[src/hw/rtl/assert_macros.svh]
// assertion helpers for the rtl, included by the top level
`ifndef ASSERT_MACROS_SVH
`define ASSERT_MACROS_SVH

// same-cycle implication, checked out of reset
`define MER_ASSERT_NOW(lbl, clk, rst_n, ante, cons) \
  lbl: assert property (@(posedge clk) disable iff (!rst_n) (ante) |-> (cons)) \
    else $error("same-cycle check failed");

// next-cycle implication, checked out of reset
`define MER_ASSERT_NEXT(lbl, clk, rst_n, ante, cons) \
  lbl: assert property (@(posedge clk) disable iff (!rst_n) (ante) |=> (cons)) \
    else $error("next-cycle check failed");

`endif

[src/hw/rtl/mer_pkg.sv]
package mer_pkg;

  // field reading width
  localparam int SAMPLE_WIDTH = 24;

  localparam int NREG  = 16;
  localparam int PTR_W = 4;

  typedef logic [PTR_W-1:0]               reg_idx_t;
  typedef logic [7:0]                     byte_t;
  typedef logic signed [SAMPLE_WIDTH-1:0] sample_t;

  // transaction kinds
  localparam logic [1:0] KIND_WRITE = 2'd0;
  localparam logic [1:0] KIND_READ  = 2'd1;
  localparam logic [1:0] KIND_TICK  = 2'd2;

  // register indexes
  localparam reg_idx_t IDX_WIA1       = 4'd0;
  localparam reg_idx_t IDX_WIA2       = 4'd1;
  localparam reg_idx_t IDX_ST1        = 4'd4;
  localparam reg_idx_t IDX_DATA0      = 4'd5;
  localparam reg_idx_t IDX_DATA_LAST  = 4'd11;
  localparam reg_idx_t IDX_ST2        = 4'd12;
  localparam reg_idx_t IDX_CTRL_FIRST = 4'd13;
  localparam reg_idx_t IDX_CNTL2      = 4'd14;

  localparam byte_t WIA1_RESET = 8'h48;
  localparam byte_t WIA2_RESET = 8'h09;

  // status bits
  localparam byte_t ST1_DRDY = 8'h01;
  localparam byte_t ST1_DOR  = 8'h02;
  localparam byte_t ST2_HOFL = 8'h08;

  // measurement modes, low five bits of cntl2
  localparam logic [4:0] MODE_SINGLE = 5'h01;
  localparam logic [4:0] MODE_DIV10  = 5'h02;
  localparam logic [4:0] MODE_DIV5   = 5'h04;
  localparam logic [4:0] MODE_DIV2   = 5'h06;
  localparam logic [4:0] MODE_EVERY  = 5'h08;

  localparam logic [3:0] RATE_LAST = 4'd9;

  // scaling: 32752/49120 reduces to 2047/3070
  localparam int MAG_W       = 17;
  localparam int GAIN_W      = 11;
  localparam int PROD1_W     = MAG_W + GAIN_W;
  localparam int DEN_LOG2    = 12;
  localparam int RECIP_SHIFT = PROD1_W + DEN_LOG2;
  localparam int RECIP_W     = 29;
  localparam int PROD2_W     = PROD1_W + RECIP_W;
  localparam logic [GAIN_W-1:0] GAIN_NUM = 11'd2047;
  localparam longint GAIN_DEN = 3070;
  // ceiling reciprocal, exact quotient for every dividend below 2**PROD1_W
  localparam logic [RECIP_W-1:0] RECIP =
    RECIP_W'(((64'd1 << RECIP_SHIFT) + GAIN_DEN - 1) / GAIN_DEN);
  localparam logic [15:0] CLAMP_LIM = 16'd32752;

  localparam logic [1:0] AXIS_LAST = 2'd2;

  // bus address of each map entry
  function automatic byte_t map_addr(input reg_idx_t idx);
    byte_t a;
    unique case (idx)
      4'd0:    a = 8'h00;
      4'd1:    a = 8'h01;
      4'd2:    a = 8'h02;
      4'd3:    a = 8'h03;
      4'd4:    a = 8'h10;
      4'd5:    a = 8'h11;
      4'd6:    a = 8'h12;
      4'd7:    a = 8'h13;
      4'd8:    a = 8'h14;
      4'd9:    a = 8'h15;
      4'd10:   a = 8'h16;
      4'd11:   a = 8'h17;
      4'd12:   a = 8'h18;
      4'd13:   a = 8'h30;
      4'd14:   a = 8'h31;
      default: a = 8'h32;
    endcase
    return a;
  endfunction

  // auto-increment chain
  function automatic reg_idx_t map_next(input reg_idx_t idx);
    reg_idx_t n;
    priority if (idx == IDX_ST2)   n = IDX_WIA1;
    else if (idx == 4'd15)         n = IDX_CTRL_FIRST;
    else                           n = idx + 4'd1;
    return n;
  endfunction

  typedef struct packed {
    logic       load;
    logic       exec;
    logic       mul1;
    logic       mul2;
    logic       wr;
    logic       finish;
    logic [1:0] axis;
  } cmd_t;

  typedef struct packed {
    logic tick_upd;
  } status_t;

endpackage

[src/hw/rtl/magnetometer_register_emulator.sv]
// magnetometer register map emulation, 16 registers behind an i2c-style byte interface
// input channel: a transaction is taken at a rising edge with start high and busy low;
//   in_req_type selects byte received (in_first_byte marks the register address),
//   byte requested, or sample tick carrying in_sample_x/y/z and in_overflow
// result channel: every transaction returns one byte on out_rdata, valid for exactly
//   one cycle while out_valid is high; zero unless the transaction was a read
// timing: a byte transaction keeps busy high only in the exec state; out_valid follows in
//   the next cycle, once the controller is back in idle
// a tick that updates the data registers runs the shared scaling unit three times,
//   once per axis, in the order gain multiply, reciprocal multiply, clamp and write;
//   busy stays high through all of it; other ticks finish like byte transactions
// a new transaction may be accepted in the cycle its predecessor's result is shown
// the receiver has no way to stall the result strobe
// reset: synchronous, active low; the map returns to 0x48, 0x09 and zeros, pointer at
//   the first register, data lock and rate divider cleared
module magnetometer_register_emulator (
  input  logic             clk,
  input  logic             rst_n,
  input  logic             start,
  output logic             busy,
  input  logic [1:0]       in_req_type,
  input  logic             in_first_byte,
  input  mer_pkg::byte_t   in_wdata,
  input  mer_pkg::sample_t in_sample_x,
  input  mer_pkg::sample_t in_sample_y,
  input  mer_pkg::sample_t in_sample_z,
  input  logic             in_overflow,
  output logic             out_valid,
  output mer_pkg::byte_t   out_rdata
);
  import mer_pkg::*;

  `include "assert_macros.svh"

  // sequencing commands and the tick decision back from the datapath
  cmd_t    cmd;
  status_t status;

  mer_ctrl u_ctrl (
    .clk       (clk),
    .rst_n     (rst_n),
    .start     (start),
    .busy      (busy),
    .out_valid (out_valid),
    .status    (status),
    .cmd       (cmd)
  );

  // register map, pointer, lock, rate divider and the scaling unit
  mer_datapath u_dp (
    .clk           (clk),
    .rst_n         (rst_n),
    .in_req_type   (in_req_type),
    .in_first_byte (in_first_byte),
    .in_wdata      (in_wdata),
    .in_sample_x   (in_sample_x),
    .in_sample_y   (in_sample_y),
    .in_sample_z   (in_sample_z),
    .in_overflow   (in_overflow),
    .cmd           (cmd),
    .status        (status),
    .out_rdata     (out_rdata)
  );

  // result only shows once the controller is back to idle
  `MER_ASSERT_NOW(a_valid_idle, clk, rst_n, out_valid, !busy)
  // an accepted transaction always occupies the block the next cycle
  `MER_ASSERT_NEXT(a_accept_busy, clk, rst_n, start && !busy, busy)
  // one result per transaction, never back to back
  `MER_ASSERT_NEXT(a_single_strobe, clk, rst_n, out_valid, !out_valid)
  // at most one datapath step per cycle
  `MER_ASSERT_NOW(a_one_step, clk, rst_n, 1'b1,
                  $onehot0({cmd.load, cmd.exec, cmd.mul1, cmd.mul2, cmd.wr}))

endmodule

[src/hw/rtl/mer_ctrl.sv]
module mer_ctrl (
  input  logic             clk,
  input  logic             rst_n,
  input  logic             start,
  output logic             busy,
  output logic             out_valid,
  input  mer_pkg::status_t status,
  output mer_pkg::cmd_t    cmd
);
  import mer_pkg::*;

  typedef enum logic [4:0] {
    ST_IDLE = 5'b00001,
    ST_EXEC = 5'b00010,
    ST_MUL1 = 5'b00100,
    ST_MUL2 = 5'b01000,
    ST_WR   = 5'b10000
  } state_t;

  state_t     state_r, state_nxt;
  logic [1:0] axis_r, axis_nxt;
  logic       valid_r, valid_nxt;

  always_comb begin
    state_nxt = state_r;
    axis_nxt  = axis_r;
    valid_nxt = 1'b0;
    cmd       = '0;
    cmd.axis  = axis_r;
    unique case (state_r)
      ST_IDLE: begin
        if (start) begin
          cmd.load  = 1'b1;
          state_nxt = ST_EXEC;
        end
      end
      ST_EXEC: begin
        cmd.exec = 1'b1;
        if (status.tick_upd) begin
          axis_nxt  = 2'd0;
          state_nxt = ST_MUL1;
        end else begin
          valid_nxt = 1'b1;
          state_nxt = ST_IDLE;
        end
      end
      ST_MUL1: begin
        cmd.mul1  = 1'b1;
        state_nxt = ST_MUL2;
      end
      ST_MUL2: begin
        cmd.mul2  = 1'b1;
        state_nxt = ST_WR;
      end
      ST_WR: begin
        cmd.wr = 1'b1;
        if (axis_r == AXIS_LAST) begin
          cmd.finish = 1'b1;
          valid_nxt  = 1'b1;
          state_nxt  = ST_IDLE;
        end else begin
          axis_nxt  = axis_r + 2'd1;
          state_nxt = ST_MUL1;
        end
      end
      default: state_nxt = ST_IDLE;
    endcase
  end

  always_ff @(posedge clk) begin
    if (!rst_n) begin
      state_r <= ST_IDLE;
      axis_r  <= 2'd0;
      valid_r <= 1'b0;
    end else begin
      state_r <= state_nxt;
      axis_r  <= axis_nxt;
      valid_r <= valid_nxt;
    end
  end

  assign busy      = (state_r != ST_IDLE);
  assign out_valid = valid_r;

endmodule

[src/hw/rtl/mer_datapath.sv]
module mer_datapath (
  input  logic             clk,
  input  logic             rst_n,
  input  logic [1:0]       in_req_type,
  input  logic             in_first_byte,
  input  mer_pkg::byte_t   in_wdata,
  input  mer_pkg::sample_t in_sample_x,
  input  mer_pkg::sample_t in_sample_y,
  input  mer_pkg::sample_t in_sample_z,
  input  logic             in_overflow,
  input  mer_pkg::cmd_t    cmd,
  output mer_pkg::status_t status,
  output mer_pkg::byte_t   out_rdata
);
  import mer_pkg::*;

  localparam int SW = SAMPLE_WIDTH;

  // latched transaction
  logic [1:0] req_r;
  logic       first_r;
  byte_t      wdata_r;
  sample_t    sx_r, sy_r, sz_r;
  logic       ovf_r;

  // register map and control state
  byte_t      regs_r [NREG];
  byte_t      regs_nxt [NREG];
  reg_idx_t   ptr_r, ptr_nxt;
  logic       lock_r, lock_nxt;
  logic [3:0] rate_r, rate_nxt;
  byte_t      rdata_r, rdata_nxt;

  // scaling pipeline
  logic [PROD1_W-1:0] m1_r, m1_nxt;
  logic [MAG_W-1:0]   q_r, q_nxt;
  logic               neg1_r, neg1_nxt, neg2_r, neg2_nxt;

  logic [4:0]         mode;
  logic               rate_hit;
  logic signed [SW:0] s_sel;
  logic [SW:0]        mag;
  logic [MAG_W-1:0]   mag_sat;
  logic [PROD2_W-1:0] prod;
  logic [15:0]        q_clamp, q_val;
  reg_idx_t           lo_idx, hi_idx;

  assign mode = regs_r[IDX_CNTL2][4:0];

  always_comb begin
    unique case (mode)
      MODE_SINGLE, MODE_EVERY: rate_hit = 1'b1;
      MODE_DIV10:              rate_hit = (rate_r == 4'd0);
      MODE_DIV5:               rate_hit = (rate_r == 4'd0) || (rate_r == 4'd5);
      MODE_DIV2:               rate_hit = !rate_r[0];
      default:                 rate_hit = 1'b0;
    endcase
  end

  assign status.tick_upd = (req_r == KIND_TICK) && rate_hit && !lock_r;

  // axis select, y and z mirrored
  always_comb begin
    unique case (cmd.axis)
      2'd0:    s_sel = {sx_r[SW-1], sx_r};
      2'd1:    s_sel = -{sy_r[SW-1], sy_r};
      default: s_sel = -{sz_r[SW-1], sz_r};
    endcase
    mag     = s_sel[SW] ? -s_sel : s_sel;
    // anything this large clamps anyway
    mag_sat = (|mag[SW:MAG_W]) ? {MAG_W{1'b1}} : mag[MAG_W-1:0];
  end

  assign prod    = PROD2_W'(m1_r) * PROD2_W'(RECIP);
  assign q_clamp = (q_r > MAG_W'(CLAMP_LIM)) ? CLAMP_LIM : q_r[15:0];
  assign q_val   = neg2_r ? -q_clamp : q_clamp;
  assign lo_idx  = IDX_DATA0 + reg_idx_t'({cmd.axis, 1'b0});
  assign hi_idx  = lo_idx + 4'd1;

  always_comb begin
    regs_nxt  = regs_r;
    ptr_nxt   = ptr_r;
    lock_nxt  = lock_r;
    rate_nxt  = rate_r;
    rdata_nxt = rdata_r;
    m1_nxt    = m1_r;
    q_nxt     = q_r;
    neg1_nxt  = neg1_r;
    neg2_nxt  = neg2_r;

    if (cmd.exec) begin
      rdata_nxt = '0;
      unique case (req_r)
        KIND_WRITE: begin
          if (first_r) begin
            for (int i = 0; i < NREG; i++) begin
              if (map_addr(reg_idx_t'(i)) == wdata_r) ptr_nxt = reg_idx_t'(i);
            end
          end else begin
            if (ptr_r >= IDX_CTRL_FIRST) regs_nxt[ptr_r] = wdata_r;
            ptr_nxt = map_next(ptr_r);
          end
        end
        KIND_READ: begin
          if (ptr_r >= IDX_DATA0 && ptr_r <= IDX_DATA_LAST &&
              (regs_r[IDX_ST1] & ST1_DRDY) != 8'h00) begin
            lock_nxt          = 1'b1;
            regs_nxt[IDX_ST1] = regs_r[IDX_ST1] & ~(ST1_DRDY | ST1_DOR);
          end
          if (ptr_r == IDX_ST2) lock_nxt = 1'b0;
          rdata_nxt = regs_r[ptr_r];
          ptr_nxt   = map_next(ptr_r);
        end
        KIND_TICK: begin
          if (lock_r) regs_nxt[IDX_ST1] = regs_r[IDX_ST1] | ST1_DOR;
          rate_nxt = (rate_r == RATE_LAST) ? 4'd0 : rate_r + 4'd1;
        end
        default: ;
      endcase
    end

    if (cmd.mul1) begin
      m1_nxt   = PROD1_W'(mag_sat) * PROD1_W'(GAIN_NUM);
      neg1_nxt = s_sel[SW];
    end

    if (cmd.mul2) begin
      q_nxt    = prod[PROD2_W-1:RECIP_SHIFT];
      neg2_nxt = neg1_r;
    end

    if (cmd.wr) begin
      regs_nxt[lo_idx] = q_val[7:0];
      regs_nxt[hi_idx] = q_val[15:8];
    end

    if (cmd.finish) begin
      regs_nxt[IDX_ST1] = regs_r[IDX_ST1] | ST1_DRDY;
      if (ovf_r) regs_nxt[IDX_ST2] = regs_r[IDX_ST2] | ST2_HOFL;
      if (mode == MODE_SINGLE) regs_nxt[IDX_CNTL2] = 8'h00;
    end
  end

  always_ff @(posedge clk) begin
    if (!rst_n) begin
      for (int i = 0; i < NREG; i++) begin
        if (reg_idx_t'(i) == IDX_WIA1)      regs_r[i] <= WIA1_RESET;
        else if (reg_idx_t'(i) == IDX_WIA2) regs_r[i] <= WIA2_RESET;
        else                                regs_r[i] <= 8'h00;
      end
      ptr_r            <= IDX_WIA1;
      lock_r           <= 1'b0;
      rate_r           <= 4'd0;
    end else begin
      regs_r <= regs_nxt;
      ptr_r  <= ptr_nxt;
      lock_r <= lock_nxt;
      rate_r <= rate_nxt;
    end
  end

  always_ff @(posedge clk) begin
    if (cmd.load) begin
      req_r   <= in_req_type;
      first_r <= in_first_byte;
      wdata_r <= in_wdata;
      sx_r    <= in_sample_x;
      sy_r    <= in_sample_y;
      sz_r    <= in_sample_z;
      ovf_r   <= in_overflow;
    end
    rdata_r <= rdata_nxt;
    m1_r    <= m1_nxt;
    q_r     <= q_nxt;
    neg1_r  <= neg1_nxt;
    neg2_r  <= neg2_nxt;
  end

  assign out_rdata = rdata_r;

endmodule

[config.mk]
export PLATFORM = sky130hd
export DESIGN_NAME = magnetometer_register_emulator
export DESIGN_NICKNAME = d
export VERILOG_FILES = /design/src/hw/rtl/mer_pkg.sv /design/src/hw/rtl/magnetometer_register_emulator.sv /design/src/hw/rtl/mer_ctrl.sv /design/src/hw/rtl/mer_datapath.sv
export VERILOG_INCLUDE_DIRS = /design/src /design/src/hw/rtl
export SDC_FILE = /design/constraint.sdc
export NUM_CORES = 2
export LEC_CHECK = 0
export BUFFER_PORTS_ARGS = -buffer_cell sky130_fd_sc_hd__buf_4
export CAP_MARGIN = 10
export CORE_MARGIN = 5
export CORE_UTILIZATION = 62
export CTS_CLUSTER_SIZE = 24
export DETAILED_ROUTE_END_ITERATION = 6
export PLACE_DENSITY_LB_ADDON = 0.1
export SYNTH_ARGS = -nofsm -noshare
export SYNTH_HDL_FRONTEND = slang
export SYNTH_HIERARCHICAL = 1
export SYNTH_SLANG_ARGS = --single-unit
[constraint.sdc]
create_clock -name clk -period 16.64 [get_ports clk]
set_input_delay 2.496 -clock clk [delete_from_list [all_inputs] [get_ports clk]]
set_output_delay 2.496 -clock clk [all_outputs]
set_load 0.01 [all_outputs]
==> results.tsv <==
metric	value	unit
grt_pass1_vias	22200	
die_h	231	um
synthCells	2944	
min_period	10.27	ns
setup.worst_path.end	u_dp/m1_r[27]	
fin_worst_hold_slack	0.454	ns
pin_count	97	
drt_wl_total	74100	um
cts_tree	yes	
cts_buffers	31	
min_delay_path_depth	1	
antennaDiodeCount	0	
via_per_inst	5.74	
worst_pin_slew	1.12	ns
ys_ff_latch	284	
total_power	1680	uW
synth-async-reset-ratio	0	%
reg2regPathDepth	27	
max_freq	0.0974	GHz
ys_warn_count	6	
synth_nets	3808	
post_cts_resized	0	
portBuffers	96	
endpoint_kind	register	
drv_slew	0	
vias	21200	
slowest_stage	ha_1	
path_max_fanout	33	
slew_headroom	25.0	%
fillers	3817	
grt_usage	27.9	%
synth_area_leaders	fa_1 24%, ha_1 17%, edfxtp_1 14%, dfxtp_1 9.6%, inv_1 7.7%	
cpMostUsedCell	fa_1	
wl_per_cell	20.1	um
min_period_over_period	61.7	%
ir_worst_vdd	0.0772	mV
netlist.area_leader.share	24.3	%
status	completed	
hpwl	61500	um
setup_viol	0	
maxCapViolations	0	
seq_area_frac_synth	23.3	%
yosys-top-cells-count	626 x inv_1, 408 x ha_1, 369 x fa_1	
clkTransAtPathRegs	0.06	ns
rsz0062_at_grt	no	
cts_max_level	1	
drtAntennaViolNets	0	
synth.most_common_cell	inv_1	
die_w	231	um
reg2reg_from	u_ctrl/axis_r[0]	
drt_iter0_markers	1365	
grt_max_degree	90	
yosysTopAreaCell	fa_1	
firstDrtPassIters	5	
fin_skew	0.0299	ns
cts_max_path_buffers	3	
r2r_setup_slack	6.37	ns
p_per_area	51.4	nW/um^2
place_congestion	0.947	
seq_area	7080	sq um
synth_edf_count	139	
synth_cell_type_count	89	
crit_start	u_ctrl/axis_r[0]	
synth-main-ff-cell	dfxtp_1	
final_nets	3868	
dieArea	53500	sq um
max_stage_delay	0.86	ns
hold_class	reg -> reg	
fin_setup_tns	0	ns
syn_area_per_cell	10.3	sq um
root_buffer	clkbuf_16	
initial_utilization	62.3	%
worst_slack	6.37	ns
hold_viol	0	
required	16.96	ns
startpoint_type	register	
layout-drive-gt1-share	8.09	%
r2r_end	u_dp/m1_r[27]	
core_area	48700	sq um
hold_buffers	0	
multi_input_area	20600	sq um
cp.arrival	10.59	ns
area_growth	7.71	%
cts_setup_buffers	0	
grt_overflow	0	
antenna_found_initial	0	
drc	0	
timing.setup.critical_path_class	reg -> reg	
p_leak	0.0157	uW
insertion_delay	0.58	ns
syn-cell-area	30400	sq um
grt_pass1_wl	119000	um
cts_sinks	284	
rows	81	
pre_cts_slack	6.61	ns
==> logic make-up (layout without fill, tap and decap cells) <==
group | after synthesis | count (layout) | synth area share [%]
buffers and inverters | 705 | 790 | 8.84
multiplexers | 71 | 71 | 4.02
XOR/XNOR | 99 | 99 | 2.85
adder cells (fa/ha/maj) | 777 | 777 | 41.1
flip-flops | 284 | 284 | 23.3
AO/OA/AOI/OAI | 405 | 405 | 9.54
AND/OR/NAND/NOR | 603 | 603 | 10.3
==> worst max-delay path, delay by kind of cell (launching register included) <==
| family | cells | cell delay [ns] |
|---|---|---|
| AOI/OAI and AO/OA | 8 | 2.52 |
| xor gates and xnor gates | 1 | 0.08 |
| and+or+nand+nor | 9 | 2.75 |
| buffers and inverters | 2 | 0.10 |
| DFF | 1 | 0.48 |
| adders and majority gates | 7 | 4.04 |
==> placed cells by master, fill, tap and decap left out, types with 41 or more instances in the layout <==
cell type / count
nor2_1: 100
nor2b_1: 45
buf_4: 105
nor3_1: 41
o211a_1: 58
nand2_1: 168
nand3_1: 46
dfxtp_1: 143
xnor2_1: 61
inv_1: 626
edfxtp_1: 139
a21oi_1: 92
ha_1: 408
o21ai_0: 76
fa_1: 369
==> worst min path at each step <==
stage | start | end | slack [ns]
global route | register | register | 0.46
CTS | register | register | 0.45
detailed placement | register | register | 0.43
floorplan | u_dp/neg1_r | u_dp/neg2_r | 0.40
finish | register | register | 0.45
global placement | register | register | 0.42
==> per-stage QoR <==
step	instances	util, %	cell area (sq um)
3_3_place_gp	3635	65.0	31700
2_1_floorplan	2944	-	30400
5_1_grt	3693	67.1	32700
6_report	3693	67.1	32700
4_1_cts	3693	67.1	32700
3_5_place_dp	3635	65.0	31700
==> metal layers <==
| metal | GRT usage, % | routed length (um) | vias up |
|---|---|---|---|
| li1 | - | - | 9953 |
| met1 | 38.9 | 32800 | 10500 |
| met2 | 47.6 | 35600 | 602 |
| met3 | 3.05 | 3820 | 106 |
| met4 | 6.37 | 1850 | 0 |
| met5 | 0 | 0 | - |
==> power by group <==
| part | total (uW) | switching [uW] | internal, uW |
|---|---|---|---|
| Sequential | 781 | 18.3 | 763 |
| Combinational | 211 | 119 | 92.7 |
| Clock | 688 | 285 | 403 |
| Total | 1680 | 422 | 1260 |
==> layout make-up <==
cell class,instances,share of cell area [%]
clock inverter,22,0.650
timing repair buffer,105,2.41
clock buffer,36,2.52
sequential,284,21.6
multi-input combinational,1955,63.1
inverter,627,7.19
tap,664,2.54
Power figures use the tool's default switching activity.
